[src/hdl/bchj_pkg.sv]
// shared types and constants for the bucket chain hash join core
`default_nettype none
package bchj_pkg;

  localparam int MAX_TUPLES_DEF   = 64;
  localparam int HASH_BUCKETS_DEF = 5;
  localparam int VALUE_W          = 32;
  localparam int ROW_W            = 32;

  localparam logic INDEX_ON_S_RESET = 1'b1;

  typedef enum logic [1:0] {
    KIND_CLEAR = 2'd0,
    KIND_BUILD = 2'd1,
    KIND_PROBE = 2'd2
  } kind_t;

  typedef struct packed {
    kind_t              kind;
    logic [VALUE_W-1:0] value;
    logic [ROW_W-1:0]   row_id;
  } item_t;

  typedef struct packed {
    logic [ROW_W-1:0] key_r;
    logic [ROW_W-1:0] key_s;
    logic             last;
  } result_t;

endpackage
`default_nettype wire

[src/hdl/bchj_tuple_mem.sv]
// tuple store: value, row id and next link per slot, one write and one read port
`default_nettype none
module bchj_tuple_mem #(
  parameter int MAX_TUPLES = bchj_pkg::MAX_TUPLES_DEF,
  parameter int SLOT_W     = 6,
  parameter int PTR_W      = 7
) (
  input  wire logic                         clk,
  input  wire logic                         wr_data_en,
  input  wire logic                         wr_link_en,
  input  wire logic [SLOT_W-1:0]            wr_addr,
  input  wire logic [bchj_pkg::VALUE_W-1:0] wr_value,
  input  wire logic [bchj_pkg::ROW_W-1:0]   wr_row,
  input  wire logic [PTR_W-1:0]             wr_link,
  input  wire logic                         rd_en,
  input  wire logic [SLOT_W-1:0]            rd_addr,
  output logic [bchj_pkg::VALUE_W-1:0]      rd_value,
  output logic [bchj_pkg::ROW_W-1:0]        rd_row,
  output logic [PTR_W-1:0]                  rd_link
);
  import bchj_pkg::*;

  logic [VALUE_W-1:0] value_mem [MAX_TUPLES];
  logic [ROW_W-1:0]   row_mem   [MAX_TUPLES];
  logic [PTR_W-1:0]   link_mem  [MAX_TUPLES];

  // link field has its own enable so a tail entry can be relinked alone
  always_ff @(posedge clk) begin
    if (wr_data_en) begin
      value_mem[wr_addr] <= wr_value;
      row_mem[wr_addr]   <= wr_row;
    end
    if (wr_link_en) begin
      link_mem[wr_addr] <= wr_link;
    end
    if (rd_en) begin
      rd_value <= value_mem[rd_addr];
      rd_row   <= row_mem[rd_addr];
      rd_link  <= link_mem[rd_addr];
    end
  end

endmodule
`default_nettype wire

[config.mk]
export PLATFORM = sky130hd
export DESIGN_NAME = bchj_tuple_mem
export DESIGN_NICKNAME = d
export VERILOG_FILES = /design/src/hdl/bchj_pkg.sv /design/src/hdl/bchj_tuple_mem.sv
export SDC_FILE = /design/constraint.sdc
export NUM_CORES = 2
export LEC_CHECK = 0
export ABC_CLOCK_PERIOD_IN_PS = 4300
export BUFFER_PORTS_ARGS = -buffer_cell sky130_fd_sc_hd__buf_2
export CORE_AREA = 2 2 556 558
export DETAILED_ROUTE_END_ITERATION = 12
export DIE_AREA = 0 0 558 560
export PLACE_DENSITY = 0.74
export SLEW_MARGIN = 20
export SYNTH_ARGS = -nofsm -noshare
export SYNTH_HDL_FRONTEND = slang
export SYNTH_MEMORY_MAX_BITS = 65536
export SYNTH_SLANG_ARGS = --single-unit
[constraint.sdc]
create_clock -name clk -period 4.3 [get_ports clk]
set_input_delay 0.215 -clock clk [delete_from_list [all_inputs] [get_ports clk]]
set_output_delay 0.215 -clock clk [all_outputs]
set_load 0.05 [all_outputs]
==> impl_metrics.json <==
{
  "dr.pass1.iters": 6,
  "synthDominantCellAreaShare_pct": 79.74,
  "synth_cell_type_count": 27,
  "clk_pin_slew_ns": 0.06,
  "grt_pass1_vias": 87290,
  "first_iter_violations": 15370,
  "htree_levels": 5,
  "synth-simple-area-share_pct": 1.029,
  "syn_area_per_cell_sq_um": 23.87,
  "syn-cell-area_sq_mm": 0.1738,
  "cts-resized-gates": 0,
  "setup_tns_ns": 0,
  "dp_hpwl_mm": 237.3,
  "p_per_area_mw_per_mm2": 470.0,
  "placementRows": 204,
  "synth_top_family_by_area": "multiplexers",
  "r2r_slack_ns": 2.17,
  "grt_antenna_before_repair": 46,
  "crit_slowest_cell": "nand2b_2",
  "rsz0062_at_grt": "no",
  "synth_async_sr_flop_share_pct": 0,
  "crit_arrival_ns": 3.04,
  "nNetsFinal": 7868,
  "coreArea_sq_mm": 0.3071,
  "maxSlewHeadroom_pct": 13.65,
  "die_width_microns": 558,
  "synth_fa_ha_area_share_pct": 0,
  "path_max_fanout": 26,
  "setup_viol": 0,
  "io_buffers": 157,
  "start_kind": "primary input",
  "final_antenna_net_count": 0,
  "synth_ff_type": "edfxtp_1",
  "syn_inst": 7282,
  "worstPathCellList": "buf_4, nand2b_2, buf_4, nand3b_1, o211a_1",
  "cts_buffer_depth": 4,
  "final_util_pct": 63.96,
  "max_freq_mhz": 444.2,
  "drv_cap": 0,
  "cp.required_ns": 5.09,
  "synth-edff-count": 4615,
  "dieArea_sq_mm": 0.3125,
  "insertion_delay_ns": 1.00,
  "grt_use_total_pct": 31.77,
  "synth_seq_cells": 4615,
  "die_h_microns": 560,
  "worstSetupPathType": "primary input to flop",
  "p_leak_uw": 0.06080,
  "power_uw": 92320,
  "grt_pass1_wl_mm": 685.2,
  "fin_skew_ns": 0.06973,
  "cp_common_cell": "buf_4",
  "overflow": 0,
  "holdCritPathClass": "primary input to flop",
  "place.gp.congestion": 0.7872,
  "numCtsBuffers": 439,
  "yosysMostFrequentCell": "edfxtp_1",
  "fin_crit_ns": 2.251,
  "io_pins": 158,
  "max_stage_delay_ns": 1.13,
  "ir_drop_mv": 0.4063,
  "drt-total-wl_mm": 496.0,
  "ys_seq_area_share_pct": 79.74,
  "slew_viol_final": 0,
  "syn_nets": 7369,
  "vias_per_cell": 7.197,
  "route.detailed.drc": 0,
  "cts_tree": "done",
  "hold_viol": 0,
  "status": "finished, final reports clean",
  "ys_top_cells_by_area": "edfxtp_1 80%, mux4_2 15%, a22oi_1 1.2%, mux2i_1 0.66%, buf_2 0.51%",
  "muxShareOfSynthArea_pct": 15.38,
  "synth_compound_area_share_pct": 2.700,
  "grt_max_degree": 92,
  "period_share_pct": 52.35,
  "initial_utilization_pct": 56.60,
  "cts.sinks": 4615,
  "synth_commonest_cells": "4615 x edfxtp_1, 1136 x mux4_2, 284 x a22oi_1",
  "wl_per_cell_microns": 40.37,
  "syn2layout_area_growth_pct": 13.01,
  "synth.yosys.warnings": 0,
  "tightestPinTransition_ns": 1.295,
  "cp-end-kind": "flop",
  "yosysTopAreaCell": "edfxtp_1",
  "vias": 88430,
  "synth_xor_area_share_pct": 0,
  "drive_above_1_share_pct": 27.34,
  "root_buffer": "clkbuf_16"
}
[what timing repair did]
item                                    4_1_cts  5_1_grt
endpoints found under the setup margin        0        0
hold buffers                                 64        8
endpoints found under the hold margin      3786      512
setup buffers                                 0        0
[cell families after synthesis]
| group | after synthesis |
|---|---|
| muxes | 1251 |
| DFF | 4615 |
| AOI/OAI and AO/OA | 617 |
| buffers and inverters | 420 |
| and+or+nand+nor | 379 |
[cells in the final DEF (no fill, tap or decap), drive strengths merged, types with 4 or more instances in the layout]
master	count
nor2	182
clkinv	202
o211a	71
buf	406
nand2b	6
dlygate4sd3	72
clkbuf	536
edfxtp	4615
nand2	11
nor2b	9
diode	26
a211oi	71
bufinv	34
nand3	122
nand3b	35
or3b	4
a22oi	284
o221ai	49
inv	12
mux2i	115
o22ai	142
mux4	1136
clkinvlp	17
[registers in the layout (all words and copies together) (netlist names)]
signal     flops
rd_row        32
link_mem     448
rd_link        7
rd_value      32
row_mem     2048
value_mem   2048
[area by class of cell]
type                            instances  area, sq um
Multi-Input combinational cell       2247        33790
Antenna cell                           26        65.06
Clock inverter                        265         2542
Sequential cell                      4615       138600
Clock buffer                          536        11370
Tap cell                             4120         5155
Timing Repair Buffer                  478         4898
Fill cell                           19200       110700
[worst max-delay path: cells and delay by family]
kind / cells / cell delay [ns]
AOI/OAI and AO/OA: 1 / 0.19
and+or+nand+nor: 2 / 1.31
buffers and inverters: 2 / 1.14
[final timing paths]
path,startpoint,to,cells after the start
min reg2reg,value_mem[36][9],rd_value[9],4
max,rd_addr[4],rd_value[3],5
max reg2reg,value_mem[8][1],rd_value[1],4
min,rd_en,rd_row[6],2
[power breakdown]
part,leakage (uW),total [uW],internal [uW],switching [uW]
clock,0.00674,37600,20900,16700
sequential,0.0416,50100,49900,172
combinational,0.0125,4600,1610,2990
[per-layer routing]
| metal | global-route usage, % | wire [microns] |
|---|---|---|
| met5 | 0.1235 | 244 |
| met4 | 13.19 | 24340 |
| met3 | 9.133 | 71380 |
| met1 | 43.61 | 168700 |
| met2 | 48.41 | 231400 |
[per-stage QoR]
| step | hold WS [ns] | cells | setup slack [ns] | instance area (sq um) |
|---|---|---|---|---|
| 3_5_place_dp | 0.4552 | 11390 | 1.159 | 181700 |
| 2_1_floorplan | 0.3139 | 7282 | -0.1258 | 173800 |
| 6_report | 0.05561 | 12290 | 2.049 | 196400 |
| 4_1_cts | 0.003667 | 12250 | 2.030 | 196200 |
| 5_1_grt | 0.04247 | 12260 | 2.004 | 196400 |
| 3_3_place_gp | 0.4563 | 11390 | 1.265 | 181700 |
No activity file was read; power rests on OpenSTA's default activity.
