--- src/hdl/bchj_pkg.sv ---
// shared types and constants for the bucket chain hash join core
`default_nettype none
package bchj_pkg;

  localparam int MAX_TUPLES_DEF   = 64;
  localparam int HASH_BUCKETS_DEF = 5;
  localparam int VALUE_W          = 32;
  localparam int ROW_W            = 32;

  localparam logic INDEX_ON_S_RESET = 1'b1;

  typedef enum logic [1:0] {
    KIND_CLEAR = 2'd0,
    KIND_BUILD = 2'd1,
    KIND_PROBE = 2'd2
  } kind_t;

  typedef struct packed {
    kind_t              kind;
    logic [VALUE_W-1:0] value;
    logic [ROW_W-1:0]   row_id;
  } item_t;

  typedef struct packed {
    logic [ROW_W-1:0] key_r;
    logic [ROW_W-1:0] key_s;
    logic             last;
  } result_t;

endpackage
`default_nettype wire

--- src/hdl/bchj_hash.sv ---
// bucket index unit: value mod HASH_BUCKETS by reciprocal multiplication, value then quotient registered
`default_nettype none
module bchj_hash #(
  parameter int HASH_BUCKETS = bchj_pkg::HASH_BUCKETS_DEF
) (
  input  wire logic                              clk,
  input  wire logic                              rst,
  input  wire logic                              start,
  input  wire logic [bchj_pkg::VALUE_W-1:0]      value,
  output logic                                   done,
  output logic [$clog2(HASH_BUCKETS)-1:0]        bucket
);
  import bchj_pkg::*;

  localparam int BKT_W   = $clog2(HASH_BUCKETS);
  localparam int SHIFT   = VALUE_W + BKT_W;
  localparam int PROD_W  = 2 * VALUE_W + 1;
  localparam int QUO_W   = PROD_W - SHIFT;
  localparam int RECIP_W = VALUE_W + 1;
  // ceil(2^SHIFT / HASH_BUCKETS) gives the exact quotient for every value
  localparam logic [RECIP_W-1:0] RECIP =
    RECIP_W'(((64'd1 << SHIFT) + 64'(HASH_BUCKETS) - 64'd1) / 64'(HASH_BUCKETS));

  logic [VALUE_W-1:0] val_q;
  logic [QUO_W-1:0]   quo;
  logic               mul_busy;
  logic               sub_busy;

  assign done   = sub_busy;
  // remainder is below HASH_BUCKETS, so its low bits carry it whole
  assign bucket = BKT_W'(val_q - VALUE_W'(quo) * VALUE_W'(HASH_BUCKETS));

  always_ff @(posedge clk) begin
    if (rst) begin
      mul_busy <= 1'b0;
      sub_busy <= 1'b0;
    end else begin
      mul_busy <= start;
      sub_busy <= mul_busy;
    end
  end

  always_ff @(posedge clk) begin
    if (start) begin
      val_q <= value;
    end
    if (mul_busy) begin
      quo <= QUO_W'((PROD_W'(val_q) * PROD_W'(RECIP)) >> SHIFT);
    end
  end

endmodule
`default_nettype wire

--- config.mk ---
export PLATFORM = sky130hd
export DESIGN_NAME = bchj_hash
export DESIGN_NICKNAME = d
export VERILOG_FILES = /design/src/hdl/bchj_pkg.sv /design/src/hdl/bchj_hash.sv
export SDC_FILE = /design/constraint.sdc
export NUM_CORES = 1
export LEC_CHECK = 0
export CORE_AREA = 8 8 174 176
export DETAILED_ROUTE_END_ITERATION = 8
export DIE_AREA = 0 0 182 184
export DONT_BUFFER_PORTS = 1
export HOLD_SLACK_MARGIN = 0.05
export SYNTH_ARGS = -nofsm -noshare
export SYNTH_HDL_FRONTEND = slang
export SYNTH_SLANG_ARGS = --single-unit
--- constraint.sdc ---
create_clock -name clk -period 8.5 [get_ports clk]
set_clock_uncertainty 0.15 [all_clocks]
set_input_delay 1.7 -clock clk [delete_from_list [all_inputs] [get_ports clk]]
set_output_delay 1.7 -clock clk [all_outputs]
set_load 0.03 [all_outputs]
==> qor.log <==
INFO  outcome        status=finished clean
INFO  clocking       clkLatencyLatePin=0.30ns
INFO  clocking       cts-root-buf=sky130_fd_sc_hd__clkbuf_16
INFO  worst_setup_path critPathTopFamily=adder cells
INFO  synth          ys_dominant_reg_cell=sky130_fd_sc_hd__edfxtp_1
INFO  worst_setup_path critPathMaxFanout=7
INFO  worst_setup_path worst-endpoint-required=8.40ns
INFO  synth          postSynth.asyncResetShare=0%
INFO  place          dpl.hpwl=25600µm
INFO  worst_setup_path critPathMaxStageDelay=0.59ns
INFO  floorplan      initial_standard_cell_utilization_of_the_core=39.2%
INFO  worst_setup_path worst_path_arrival=7.30ns
INFO  sta            final-setup-viol-count=0
INFO  place          count_of_buffers_inserted_at_the_top_level_ports=0
INFO  sta            worst-slew-pin-transition=0.788ns
INFO  layout         final_layout_size_suffix_gt1_share=1.38%
INFO  clocking       clock-sinks=37
INFO  layout         mostFrequentLayoutCell=sky130_fd_sc_hd__inv_1
INFO  global_routing grt_max_degree=34
INFO  layout         insertedDiodeCount=0
INFO  route          ant_nets=0
INFO  clocking       cts_max_level=2
INFO  synth          post-synth-top-area-fraction=45.3%
INFO  global_routing grt_pass1_wl=44700µm
INFO  synth          synthesis.area=10800µm²
INFO  worst_setup_path cp.buffers_inverters=4
INFO  floorplan      floorplan.die_area=33500µm²
INFO  clocking       cts.path.max_buffers=2
INFO  synth          synthCells=1007
INFO  floorplan      number_of_primary_i_o_pins=39
INFO  sta            final_max_slew_viol_count=0
INFO  worst_setup_path timing.critical_path.slowest_stage_cell=sky130_fd_sc_hd__edfxtp_1
INFO  place          place_congestion=0.963
INFO  synth          yosysWarningCount=0
INFO  global_routing grt_antenna_before_repair=0
INFO  worst_setup_path critical_path.cell_chain=ha_1 > inv_1 > fa_1 > fa_1 > fa_1 > inv_1 > fa_1 > fa_1 > fa_1 > inv_1 > fa_1 > inv_1 > ha_1 > and4_4 > nand3_1 > or4_4 > a2111oi_2 > nor4_1 > xnor2_1
INFO  clocking       postCtsResizedCells=0
INFO  min_path       worst_hold_path_type=reg2reg
INFO  worst_setup_path worstSetupEndpointType=flip-flop
INFO  route          drt-vias-per-instance=4.73
INFO  clocking       cts_inserted_buffers=5
INFO  sta            fmax=135MHz
INFO  sta            fin_tns_setup=0ns
INFO  synth          synthesis.nets=1478
INFO  worst_setup_path most_prevalent_standard_cell_on_the_critical_path=sky130_fd_sc_hd__fa_1
INFO  synth          post_synthesis_sequential_area_ratio=10.1%
INFO  route          drt_drc_violations_left=0
INFO  clocking       cts_tree=built
INFO  synth          number_of_flip_flops_and_latches_in_the_synthesized_netlist=37
INFO  route          detail_route.first_pass.iterations=5
INFO  floorplan      die-height=184µm
INFO  job            drv_cap=0
INFO  sta            slew-limit-headroom=47.1%
INFO  synth          synth.avg_cell_area=10.7µm²
INFO  sta            timing.final.hold_violations=0
INFO  layout         most-common-layout-cells=410 x sky130_fd_sc_hd__inv_1, 244 x sky130_fd_sc_hd__fa_1, 192 x sky130_fd_sc_hd__ha_1, 35 x sky130_fd_sc_hd__edfxtp_1, 33 x sky130_fd_sc_hd__xnor2_1
INFO  synth          synth_top_cell_by_area=sky130_fd_sc_hd__fa_1
INFO  clocking       worst_setup_hold_path_clk_slew=0.07ns
INFO  sta            timing.hold.ws=0.387ns
INFO  global_routing gr-usage-all-layers=18.2%
INFO  route          wl=28200µm
INFO  global_routing grt_pass1_vias=7463
INFO  worst_setup_path timing.setup.critical_path_class=reg2reg
INFO  clocking       post-cts-setup-buffer-count=0
INFO  layout         final_net_count=1486
INFO  sta            finalWorstPathRequiredPeriod=7.40ns
INFO  floorplan      placementRows=61
INFO  synth          synth.top_cells.by_area=sky130_fd_sc_hd__fa_1 45%, sky130_fd_sc_hd__ha_1 22%, sky130_fd_sc_hd__inv_1 14%, sky130_fd_sc_hd__edfxtp_1 9.8%, sky130_fd_sc_hd__xnor2_1 2.7%
INFO  route          routed_wire_length_per_instance=20.7µm
INFO  synth          synth.distinct_cells=31
INFO  route          first_iter_violations=364
INFO  route          routed-via-count=6436
INFO  clocking       hold_buffers_post_cts=0
INFO  floorplan      core_area=27500µm²
INFO  synth          synth_edf_count=35
INFO  global_routing grt.overflow.total=0
INFO  floorplan      chipWidth=182µm
INFO  sta            grt_setup_unrepaired=false
INFO  worst_setup_path worstSetupStartpointType=flip-flop
INFO  sta            min_period_over_period=87.0%
INFO  layout         flow.area_growth_from_synthesis=5.72%
## cell usage after synthesis, types with 3 or more instances
| cell type | number |
|---|---|
| sky130_fd_sc_hd__fa_1 | 244 |
| sky130_fd_sc_hd__ha_1 | 192 |
| sky130_fd_sc_hd__inv_1 | 410 |
| sky130_fd_sc_hd__a21o_1 | 5 |
| sky130_fd_sc_hd__nand3_1 | 9 |
| sky130_fd_sc_hd__xor2_1 | 13 |
| sky130_fd_sc_hd__nor2b_1 | 3 |
| sky130_fd_sc_hd__xnor2_1 | 33 |
| sky130_fd_sc_hd__nand4_1 | 3 |
| sky130_fd_sc_hd__a21oi_1 | 19 |
| sky130_fd_sc_hd__o21ai_0 | 6 |
| sky130_fd_sc_hd__nand2_1 | 11 |
| sky130_fd_sc_hd__edfxtp_1 | 35 |
## worst paths after layout
kind	endpoint	startpoint	depth (start not counted)	slack, ns
setup reg to reg	quo[1]	val_q[2]	19	1.10
hold reg to reg	quo[0]	mul_busy	0	0.39
hold / removal	quo[0]	mul_busy	0	0.39
setup / recovery	quo[1]	val_q[2]	19	1.10
## area by class of cell
cell class,instances,area [µm²]
fill,2642,16100
tap,346,433
clock buffer,6,139
multi-input combinational,560,8150
timing repair buffer,1,7.51
clock inverter,2,37.5
inverter,410,1540
sequential,37,1090
## cells by family (layout without fill, tap and decap cells)
kind of cell	count (synthesis)	after routing	share of synthesized area (%)
adders and majority gates	436	436	67.6
buffers and inverters	410	419	14.3
xor gates and xnor gates	46	46	3.74
AOI/OAI and AO/OA	42	42	2.48
DFF	37	37	10.1
and+or+nand+nor	36	36	1.78
## per-layer routing
layer	up-vias	global-route usage (%)	routed length [µm]
met5	-	0	0
met4	0	4.79	754
met3	39	3.58	1500
met2	165	29.9	13300
met1	3282	24.4	12600
li1	2950	-	-
## worst reg2reg max path, delay by kind of cell (launching register included)
family                     cells  cell delay, ns
AOI/OAI and AO/OA              1            0.34
xor gates and xnor gates       1            0.13
adders and majority gates      9            4.63
buffers and inverters          4            0.29
DFF                            1            0.59
and+or+nand+nor                4            1.02
## flip-flops by register name (all words and copies together) (netlist names)
name and count:
done 1, quo 3, val_q 32, mul_busy 1
## per-stage QoR
step	setup slack, ns	area (µm²)	instances	utilization (%)
after CTS	1.11	11400	1362	41.5
after detailed placement	1.13	11200	1354	40.8
after global routing	0.835	11400	1362	41.5
after floorplan	1.74	10800	1007	-
after global placement	1.22	11200	1354	40.8
final	1.10	11400	1362	41.5
Power is left out: the tool's default activity adds up to more than one toggle a clock period on the data nets, which glitch-free logic cannot reach.
