[config.mk]
export PLATFORM = sky130hd
export DESIGN_NAME = bchj_bucket_mem
export DESIGN_NICKNAME = d
export VERILOG_FILES = /design/src/hdl/bchj_pkg.sv /design/src/hdl/bchj_bucket_mem.sv
export SDC_FILE = /design/constraint.sdc
export NUM_CORES = 1
export LEC_CHECK = 0
export BUFFER_PORTS_ARGS = -buffer_cell sky130_fd_sc_hd__buf_2
export CORE_MARGIN = 3
export CORE_UTILIZATION = 42
export CTS_CLUSTER_DIAMETER = 200
export DETAILED_ROUTE_END_ITERATION = 16
export GPL_ROUTABILITY_DRIVEN = 0
export PLACE_DENSITY = 0.59
export SKIP_CTS_REPAIR_TIMING = 1
export SLEW_MARGIN = 5
export SYNTH_ARGS = -nofsm -noshare
export SYNTH_HDL_FRONTEND = slang
export SYNTH_SLANG_ARGS = --single-unit
export TNS_END_PERCENT = 50
[constraint.sdc]
create_clock -name clk -period 2.6 [get_ports clk]
set_clock_uncertainty 0.1 [all_clocks]
set_input_delay 0.39 -clock clk [delete_from_list [all_inputs] [get_ports clk]]
set_output_delay 0.39 -clock clk [all_outputs]
set_load 0.005 [all_outputs]
[src/hdl/bchj_pkg.sv]
// shared types and constants for the bucket chain hash join core
`default_nettype none
package bchj_pkg;

  localparam int MAX_TUPLES_DEF   = 64;
  localparam int HASH_BUCKETS_DEF = 5;
  localparam int VALUE_W          = 32;
  localparam int ROW_W            = 32;

  localparam logic INDEX_ON_S_RESET = 1'b1;

  typedef enum logic [1:0] {
    KIND_CLEAR = 2'd0,
    KIND_BUILD = 2'd1,
    KIND_PROBE = 2'd2
  } kind_t;

  typedef struct packed {
    kind_t              kind;
    logic [VALUE_W-1:0] value;
    logic [ROW_W-1:0]   row_id;
  } item_t;

  typedef struct packed {
    logic [ROW_W-1:0] key_r;
    logic [ROW_W-1:0] key_s;
    logic             last;
  } result_t;

endpackage
`default_nettype wire

[src/hdl/bchj_bucket_mem.sv]
// bucket table: head and tail pointers per bucket, with per-bucket valid flags
`default_nettype none
module bchj_bucket_mem #(
  parameter int HASH_BUCKETS = bchj_pkg::HASH_BUCKETS_DEF,
  parameter int PTR_W        = 7
) (
  input  wire logic                            clk,
  input  wire logic                            rst,
  input  wire logic                            clr,
  input  wire logic                            rd_en,
  input  wire logic [$clog2(HASH_BUCKETS)-1:0] rd_addr,
  output logic                                 rd_hit,
  output logic [PTR_W-1:0]                     rd_head,
  output logic [PTR_W-1:0]                     rd_tail,
  input  wire logic                            wr_en,
  input  wire logic [$clog2(HASH_BUCKETS)-1:0] wr_addr,
  input  wire logic [PTR_W-1:0]                wr_head,
  input  wire logic [PTR_W-1:0]                wr_tail
);
  import bchj_pkg::*;

  logic [PTR_W-1:0]        head_mem [HASH_BUCKETS];
  logic [PTR_W-1:0]        tail_mem [HASH_BUCKETS];
  logic [HASH_BUCKETS-1:0] valid;

  always_ff @(posedge clk) begin
    if (rst) begin
      valid  <= '0;
      rd_hit <= 1'b0;
    end else begin
      if (clr) begin
        valid <= '0;
      end else if (wr_en) begin
        valid[wr_addr] <= 1'b1;
      end
      if (rd_en) begin
        rd_hit <= valid[rd_addr];
      end
    end
  end

  always_ff @(posedge clk) begin
    if (wr_en) begin
      head_mem[wr_addr] <= wr_head;
      tail_mem[wr_addr] <= wr_tail;
    end
    if (rd_en) begin
      rd_head <= head_mem[rd_addr];
      rd_tail <= tail_mem[rd_addr];
    end
  end

endmodule
`default_nettype wire

==> results.md, run 1 <==
- Critical-path top delay cell: mux4_1
- Most used cell, CP: nand2_1
- Chip width: 95.4 um
- Clk buf depth: 2
- Antenna diodes: 0
- Nets: 250
- WP data required: 2.60 ns
- WL final: 5890 um
- Worst path max stage delay: 0.62 ns
- Final HPWL DP: 3490 um
- Endpoint type of the worst setup path: flop
- Met3 global-route usage: 2.76%
- Max-slew headroom: 59.7%
- Post-synthesis sequential area ratio: 78.7%
- Die height: 95.4 um
- Initial antenna violation count: 0
- Vias in the first global route: 1611
- Ys Warns: 0
- Final ANT Viol Nets: 0
- Worst reg2reg path startpoint: head_mem[1][3]
- Power per standard cell area: 715 nW/um^2
- Vias per cell: 4.99
- CP Launch Point: rd_addr[0]
- Final setup fails: 0
- H-tree level count: 3
- Met2 Resource Use GR: 22.6%
- Total GRT Usage: 14.0%
- Pre-CTS WS: 0.662 ns
- # fillers: 595
- Setup ws final: 1.03 ns
- Arr. time, crit path: 1.57 ns
- Die area: 9100 sq um
- Via count: 1636
- Startpoint Class: input port
- Rows: 31
- Final Hold Fails: 0
- Leak: 1.44 nW
- Later-pin clock latency in the skew report: 0.35 ns
- Min-Delay Startpoint: rst
- Worst Tran Pin Value: 0.604 ns
- Clk root buf: clkbuf_8
- Largest net degree at the start of global routing: 18
- Setup tns final: 0 ns
- Worst IR drop on VDD: 335 uV
- Critical path class: input port to flop
- Mean Syn Cell Area: 19.2 sq um
- WP buf/inv: 1
- Total CTS buffers: 9
- RSZ-0062 raised after global routing: false
- Gate count after technology mapping: 175
- Crit-path cells: buf_2 > mux4_1 > nand2_1 > nand2_1
- Period utilisation layout: 60.5%
- Placed inst area: 3700 sq um
- Synthesized area: 3360 sq um
- Synth Register Bits: 90
- TritonRoute pass-1 iters: 4
- M1 GR Usage: 18.4%
- I/O Buffers: 39
- Ratio of cells with drive above 1 in the final layout: 28.8%
- Worst Hold Margin: 0.112 ns
- Drt drc: 0
- IO Count: 40
- DRT iter0 DRCs: 68
- Gr busiest metal: met2
- Outcome: completed
- Initial Util: 44.8%
- Synthesized Nets: 200
- Multi-input gate area: 678 sq um
- CP delay by family, top: multiplexers
- Slew Viols, Final: 0
- Final min period: 1.57 ns
- CTS tree: yes
- Core ar.: 7490 sq um
- Clock transition at the registers of the reported paths: 0.08 ns
- CP Max Fanout: 17
- Fmax: 635 MHz
- Worst Hold Class: input port to flop
- # Max-Cap Violations: 0
- Wire length per cell: 17.9 um
- Area growth, synth to finish: 16.3%
- Count of cell types in the netlist: 22
- First-pass GRT wire length: 8900 um
- Cell area after layout: 3900 sq um
- GR Overflow Total: 0
- Clk sinks: 90
- Register area: 2640 sq um
[kinds of logic (layout without fill, tap and decap cells)]
logic type      after synthesis  in the layout  synth area share (%)
flops                        90             90                  78.7
compound gates                7              7                  1.57
mux                          16             16                  11.5
simple gates                 54             54                  6.71
buf+inv                       8             62                  1.53
[cell usage in the layout, fill, tap and decap left out]
| cell | count |
|---|---|
| and4bb_2 | 1 |
| edfxtp_1 | 84 |
| mux2_2 | 1 |
| nor3_2 | 2 |
| a311oi_1 | 1 |
| mux4_2 | 1 |
| buf_2 | 39 |
| dfxtp_1 | 6 |
| inv_1 | 1 |
| bufinv_16 | 2 |
| o21a_1 | 5 |
| clkbuf_8 | 9 |
| clkinvlp_4 | 2 |
| clkbuf_1 | 1 |
| or3_1 | 1 |
| nor2_1 | 4 |
| nand2b_1 | 2 |
| mux4_1 | 13 |
| nand2_1 | 43 |
| a31oi_1 | 1 |
| buf_4 | 7 |
| nor3b_2 | 1 |
| mux2i_1 | 1 |
| clkinv_2 | 1 |
[sequential cells by signal (all words and copies together) (netlist names)]
register	flops
head_mem	35
valid	5
rd_tail	7
tail_mem	35
rd_head	7
rd_hit	1
[Yosys cell counts]
cell,n,area (sq um)
dfxtp_1,6,120
mux2i_1,1,10.0
nor3b_1,1,7.51
or3_1,1,6.26
nor2_1,4,15.0
nand2b_1,2,12.5
mux4_1,13,342
buf_6,1,11.3
clkbuf_1,2,7.51
mux4_2,1,22.5
nor3_1,2,10.0
o21a_1,5,37.5
and4bb_2,1,12.5
inv_1,1,3.75
nand2_1,43,161
buf_2,2,10.0
mux2_2,1,11.3
a311oi_1,1,8.76
buf_1,1,3.75
a31oi_1,1,6.26
buf_8,1,15.0
edfxtp_1,84,2520
[area by class of cell]
type                    count  share of cell area, %
multi-input cells          77                   17.4
clock inverters             5                   2.05
well taps                  99                   3.17
flip-flops and latches     90                   67.7
repair buffers             46                   6.35
clock buffers              10                   3.27
inverters                   1                 0.0962
[through the flow]
| step | util (%) | cells | power [W] |
|---|---|---|---|
| finish | 52.1 | 328 | 0.00279 |
| global route | 52.1 | 328 | 0.00290 |
| CTS | 52.1 | 328 | 0.00282 |
| global placement | 49.4 | 313 | 0.00183 |
| detailed placement | 49.4 | 313 | 0.00184 |
| floorplan | - | 175 | 0.00176 |
[per-layer routing]
metal	wire [um]	share of wire (%)
met1	2580	44
met2	2990	51
met3	195	3.3
met4	111	1.9
met5	0	0
[worst paths after layout]
kind                              endpoint  slack, ns  cells past startpoint
worst max-delay path            rd_tail[2]       1.03                      4
worst min-delay path                rd_hit       0.11                      2
worst max register to register  rd_head[3]       1.23                      3
worst min register to register    valid[3]       0.37                      1
[report_power, final]
group          leakage (nW)  internal [W]  switching, W
clock                0.0984      0.000535      0.000459
sequential            0.824       0.00164     0.0000127
combinational         0.513     0.0000639     0.0000834
Power figures use the tool's default switching activity.
==> run 2, diff against run 1 <==
--- a/config.mk
+++ b/config.mk
@@ -5,6 +5,7 @@
 export SDC_FILE = /design/constraint.sdc
 export NUM_CORES = 1
 export LEC_CHECK = 0
+export ABC_AREA = 1
 export BUFFER_PORTS_ARGS = -buffer_cell sky130_fd_sc_hd__buf_2
 export CORE_MARGIN = 3
 export CORE_UTILIZATION = 42
==> constraint.sdc (replaced) <==
create_clock -name clk -period 1.6 [get_ports clk]
set_clock_uncertainty 0.1 [all_clocks]
set_input_delay 0.24 -clock clk [delete_from_list [all_inputs] [get_ports clk]]
set_output_delay 0.24 -clock clk [all_outputs]
set_load 0.005 [all_outputs]
==> run 2 against run 1 <==
Against the previous run: worst setup slack got worse by 0.66 ns; sequential power rose by 62%; synthesized area increased by 1.7%; sequential share of layout area is 1.9 points lower; design area grew 2.9%; routed wire length up 9.5%; worst hold slack got worse by 0.090 ns; global-route usage grew 1.0 points; largest cell class unchanged.
==> results.md, run 2 <==
- Outcome: completed
- R2r setup slk: 0.48 ns (-0.75 ns)
- Nets: 343 (+37%)
- WP depth: 1 (-3)
- Period utilisation layout: 77.4%
- Critical path class: flop to output port
- Die area: 9250 sq um (+1.6%)
- Critical-path top delay cell: edfxtp_1
- DRT iter0 DRCs: 109 (+60%)
- Placed inst area: 3820 sq um (+3.4%)
- Leak: 1.53 nW (+6.7%)
- Number of synthesized flops with an enable pin: 84 (unchanged)
- Pre-CTS WS: 0.224 ns (-0.438 ns)
- Max-slew headroom: 71.0% (+11 points)
- Die height: 96.2 um (+0.80%)
- Post-synthesis sequential area ratio: 77.4% (-1.3 points)
- Mean Syn Cell Area: 12.6 sq um (-34%)
- Final min period: 1.24 ns
- GR Overflow Total: 0 (unchanged)
- Total power: 0.00455 W (+63%)
- Later-pin clock latency in the skew report: 0.34 ns (about the same)
- # fillers: 686 (+15%)
- Worst Hold Class: input port to flop
- Startpoint Class: flop
- Final Hold Fails: 0 (unchanged)
- Setup ws final: 0.362 ns (-0.664 ns)
- Crit path to: rd_tail[6]
- Fraction of registers with async set/reset: 0% (unchanged)
- Cell area after layout: 4020 sq um (+2.9%)
- Via count: 2046 (+25%)
- WP data required: 1.26 ns (-1.34 ns)
- Worst Tran Pin Value: 0.435 ns (-0.169 ns)
- Vias in the first global route: 1929 (+20%)
- First-pass GRT wire length: 9980 um (+12%)
- Clk buf depth: 2 (unchanged)
- Worst R2R End: rd_tail[5]
- Synthesized area: 3410 sq um (+1.7%)
- Drt drc: 0 (unchanged)
- Reg2Reg Depth: 6 (+3)
- Synth Flop Type: edfxtp_1
- Commonest cells in the netlist: edfxtp_1 (84), nand2_1 (50), nor2_1 (48)
- Final HPWL DP: 3720 um (+6.5%)
- Area growth, synth to finish: 17.6%
- WL final: 6440 um (+9.5%)
- Worst reg2reg path startpoint: tail_mem[2][5]
- Setup tns final: 0 ns (unchanged)
- TritonRoute pass-1 iters: 4 (unchanged)
- CP Max Fanout: 1 (-16)
- IO Count: 40 (unchanged)
- Core ar.: 7810 sq um (+4.3%)
- Rows: 32 (+3.2%)
- Synth area leader: edfxtp_1
- Arr. time, crit path: 0.90 ns (-0.67 ns)
- Slew Viols, Final: 0 (unchanged)
- Vias per cell: 4.84 (-3.0%)
- Clk root buf: clkbuf_8
- Worst IR drop on VDD: 391 uV (+17%)
- Total GRT Usage: 15.1% (+1.0 points)
- Antenna diodes: 0 (unchanged)
- CP delay by family, top: flip-flops
- # Max-Cap Violations: 0 (unchanged)
- Top post-synthesis cells by area: edfxtp_1 (74%), o21ai_1 (6.2%), nand2_1 (5.5%)
- WP buf/inv: 1 (unchanged)
- Chip width: 96.2 um (+0.80%)
- I/O Buffers: 39 (unchanged)
- Final ANT Viol Nets: 0 (unchanged)
- Ys Warns: 0 (unchanged)
- Largest net degree at the start of global routing: 32 (+14)
- Power per standard cell area: 1130 nW/um^2 (+59%)
- Clock transition at the registers of the reported paths: 0.08 ns (about the same)
- Total CTS buffers: 9 (unchanged)
- Wire length per cell: 15.2 um (-15%)
- Ratio of cells with drive above 1 in the final layout: 19.3% (-9.5 points)
- Synthesized Nets: 295 (+48%)
- Final setup fails: 0 (unchanged)
- Hold-critical path depth: 1 (-1)
- RSZ-0062 raised after global routing: false
- Endpoint type of the worst setup path: output port
- Most frequent cell after synthesis: edfxtp_1
- Initial Util: 43.7% (-1.1 points)
- Count of cell types in the netlist: 16 (-27%)
- Synth Register Bits: 90 (unchanged)
- Gate count after technology mapping: 270 (+54%)
- Worst path max stage delay: 0.41 ns (-0.21 ns)
- Initial antenna violation count: 0 (unchanged)
- Crit-path cells: buf_2
- Worst Hold Margin: 0.0222 ns (-0.0899 ns)
- H-tree level count: 3 (unchanged)
- Clk sinks: 90 (unchanged)
- Commonest non-fill, non-tap cell in the layout: edfxtp_1
- Largest regs: head_mem x35, tail_mem x35
- Fmax: 808 MHz
- Most frequent cells in the layout: edfxtp_1 (84), nand2_1 (50), nor2_1 (48), o21ai_1 (42), buf_2 (39)
- CP Launch Point: rd_tail[6]
- Share of the synthesized area in the top cell type: 73.9% (-1.3 points)
- CTS tree: yes
## run 2: cell count changes after synthesis, moves of 2 or more
cell / change
nor2_1: +44
o21ai_1: +42
nand2_1: +7
o21a_1: -5
a21oi_1: +5
inv_2: +2
mux4_1: -13
buf_2: +4
nand3_1: +5
inv_1: +12
nand2b_1: -2
nor3_1: -2
## run 2: metal layers
layer  part of all wire (%)  GRT usage (%)  up-vias
li1                       -              -     1029
met1                     44           18.8      978
met2                     51           25.8       31
met3                    3.2           2.97        8
met4                    1.3           5.81        0
met5                      0              0        -
## run 2: stage by stage
step / util, % / instances
floorplan: - / 270
global placement: 48.9 / 409
detailed placement: 48.9 / 409
CTS: 51.4 / 423
global route: 51.4 / 423
finish: 51.4 / 423
## run 2: power by group
part | leakage (nW) | internal, W | switching [W]
combinational | 0.610 | 0.000117 | 0.000185
sequential | 0.824 | 0.00266 | 0.0000205
clock | 0.0977 | 0.000848 | 0.000718
total | 1.53 | 0.00363 | 0.000923
## run 2: worst min-delay path by stage
stage                     from        endpoint  slack (ns)
detailed placement    valid[2]        valid[2]        0.35
global placement      valid[2]        valid[2]        0.35
CTS                 wr_head[2]  head_mem[0][2]       0.009
floorplan           wr_head[0]  head_mem[0][0]        0.24
global route        wr_head[3]  head_mem[4][3]        0.02
finish              wr_head[2]  head_mem[0][2]        0.02
## run 2: cell type report
| type | count | area [sq um] | area share [%] |
|---|---|---|---|
| Clock buffer | 9 | 124 | 3.09 |
| Clock inverter | 5 | 71.3 | 1.78 |
| Inverter | 15 | 56.3 | 1.40 |
| Multi-Input combinational cell | 153 | 648 | 16.1 |
| Sequential cell | 90 | 2640 | 65.8 |
| Tap cell | 102 | 128 | 3.18 |
| Timing Repair Buffer | 49 | 345 | 8.60 |
## run 2: cell families after synthesis
group	share of synthesized area, %
AOI/OAI and AO/OA	7.29
buffers and inverters	3.63
DFF	77.4
and+or+nand+nor	11.7
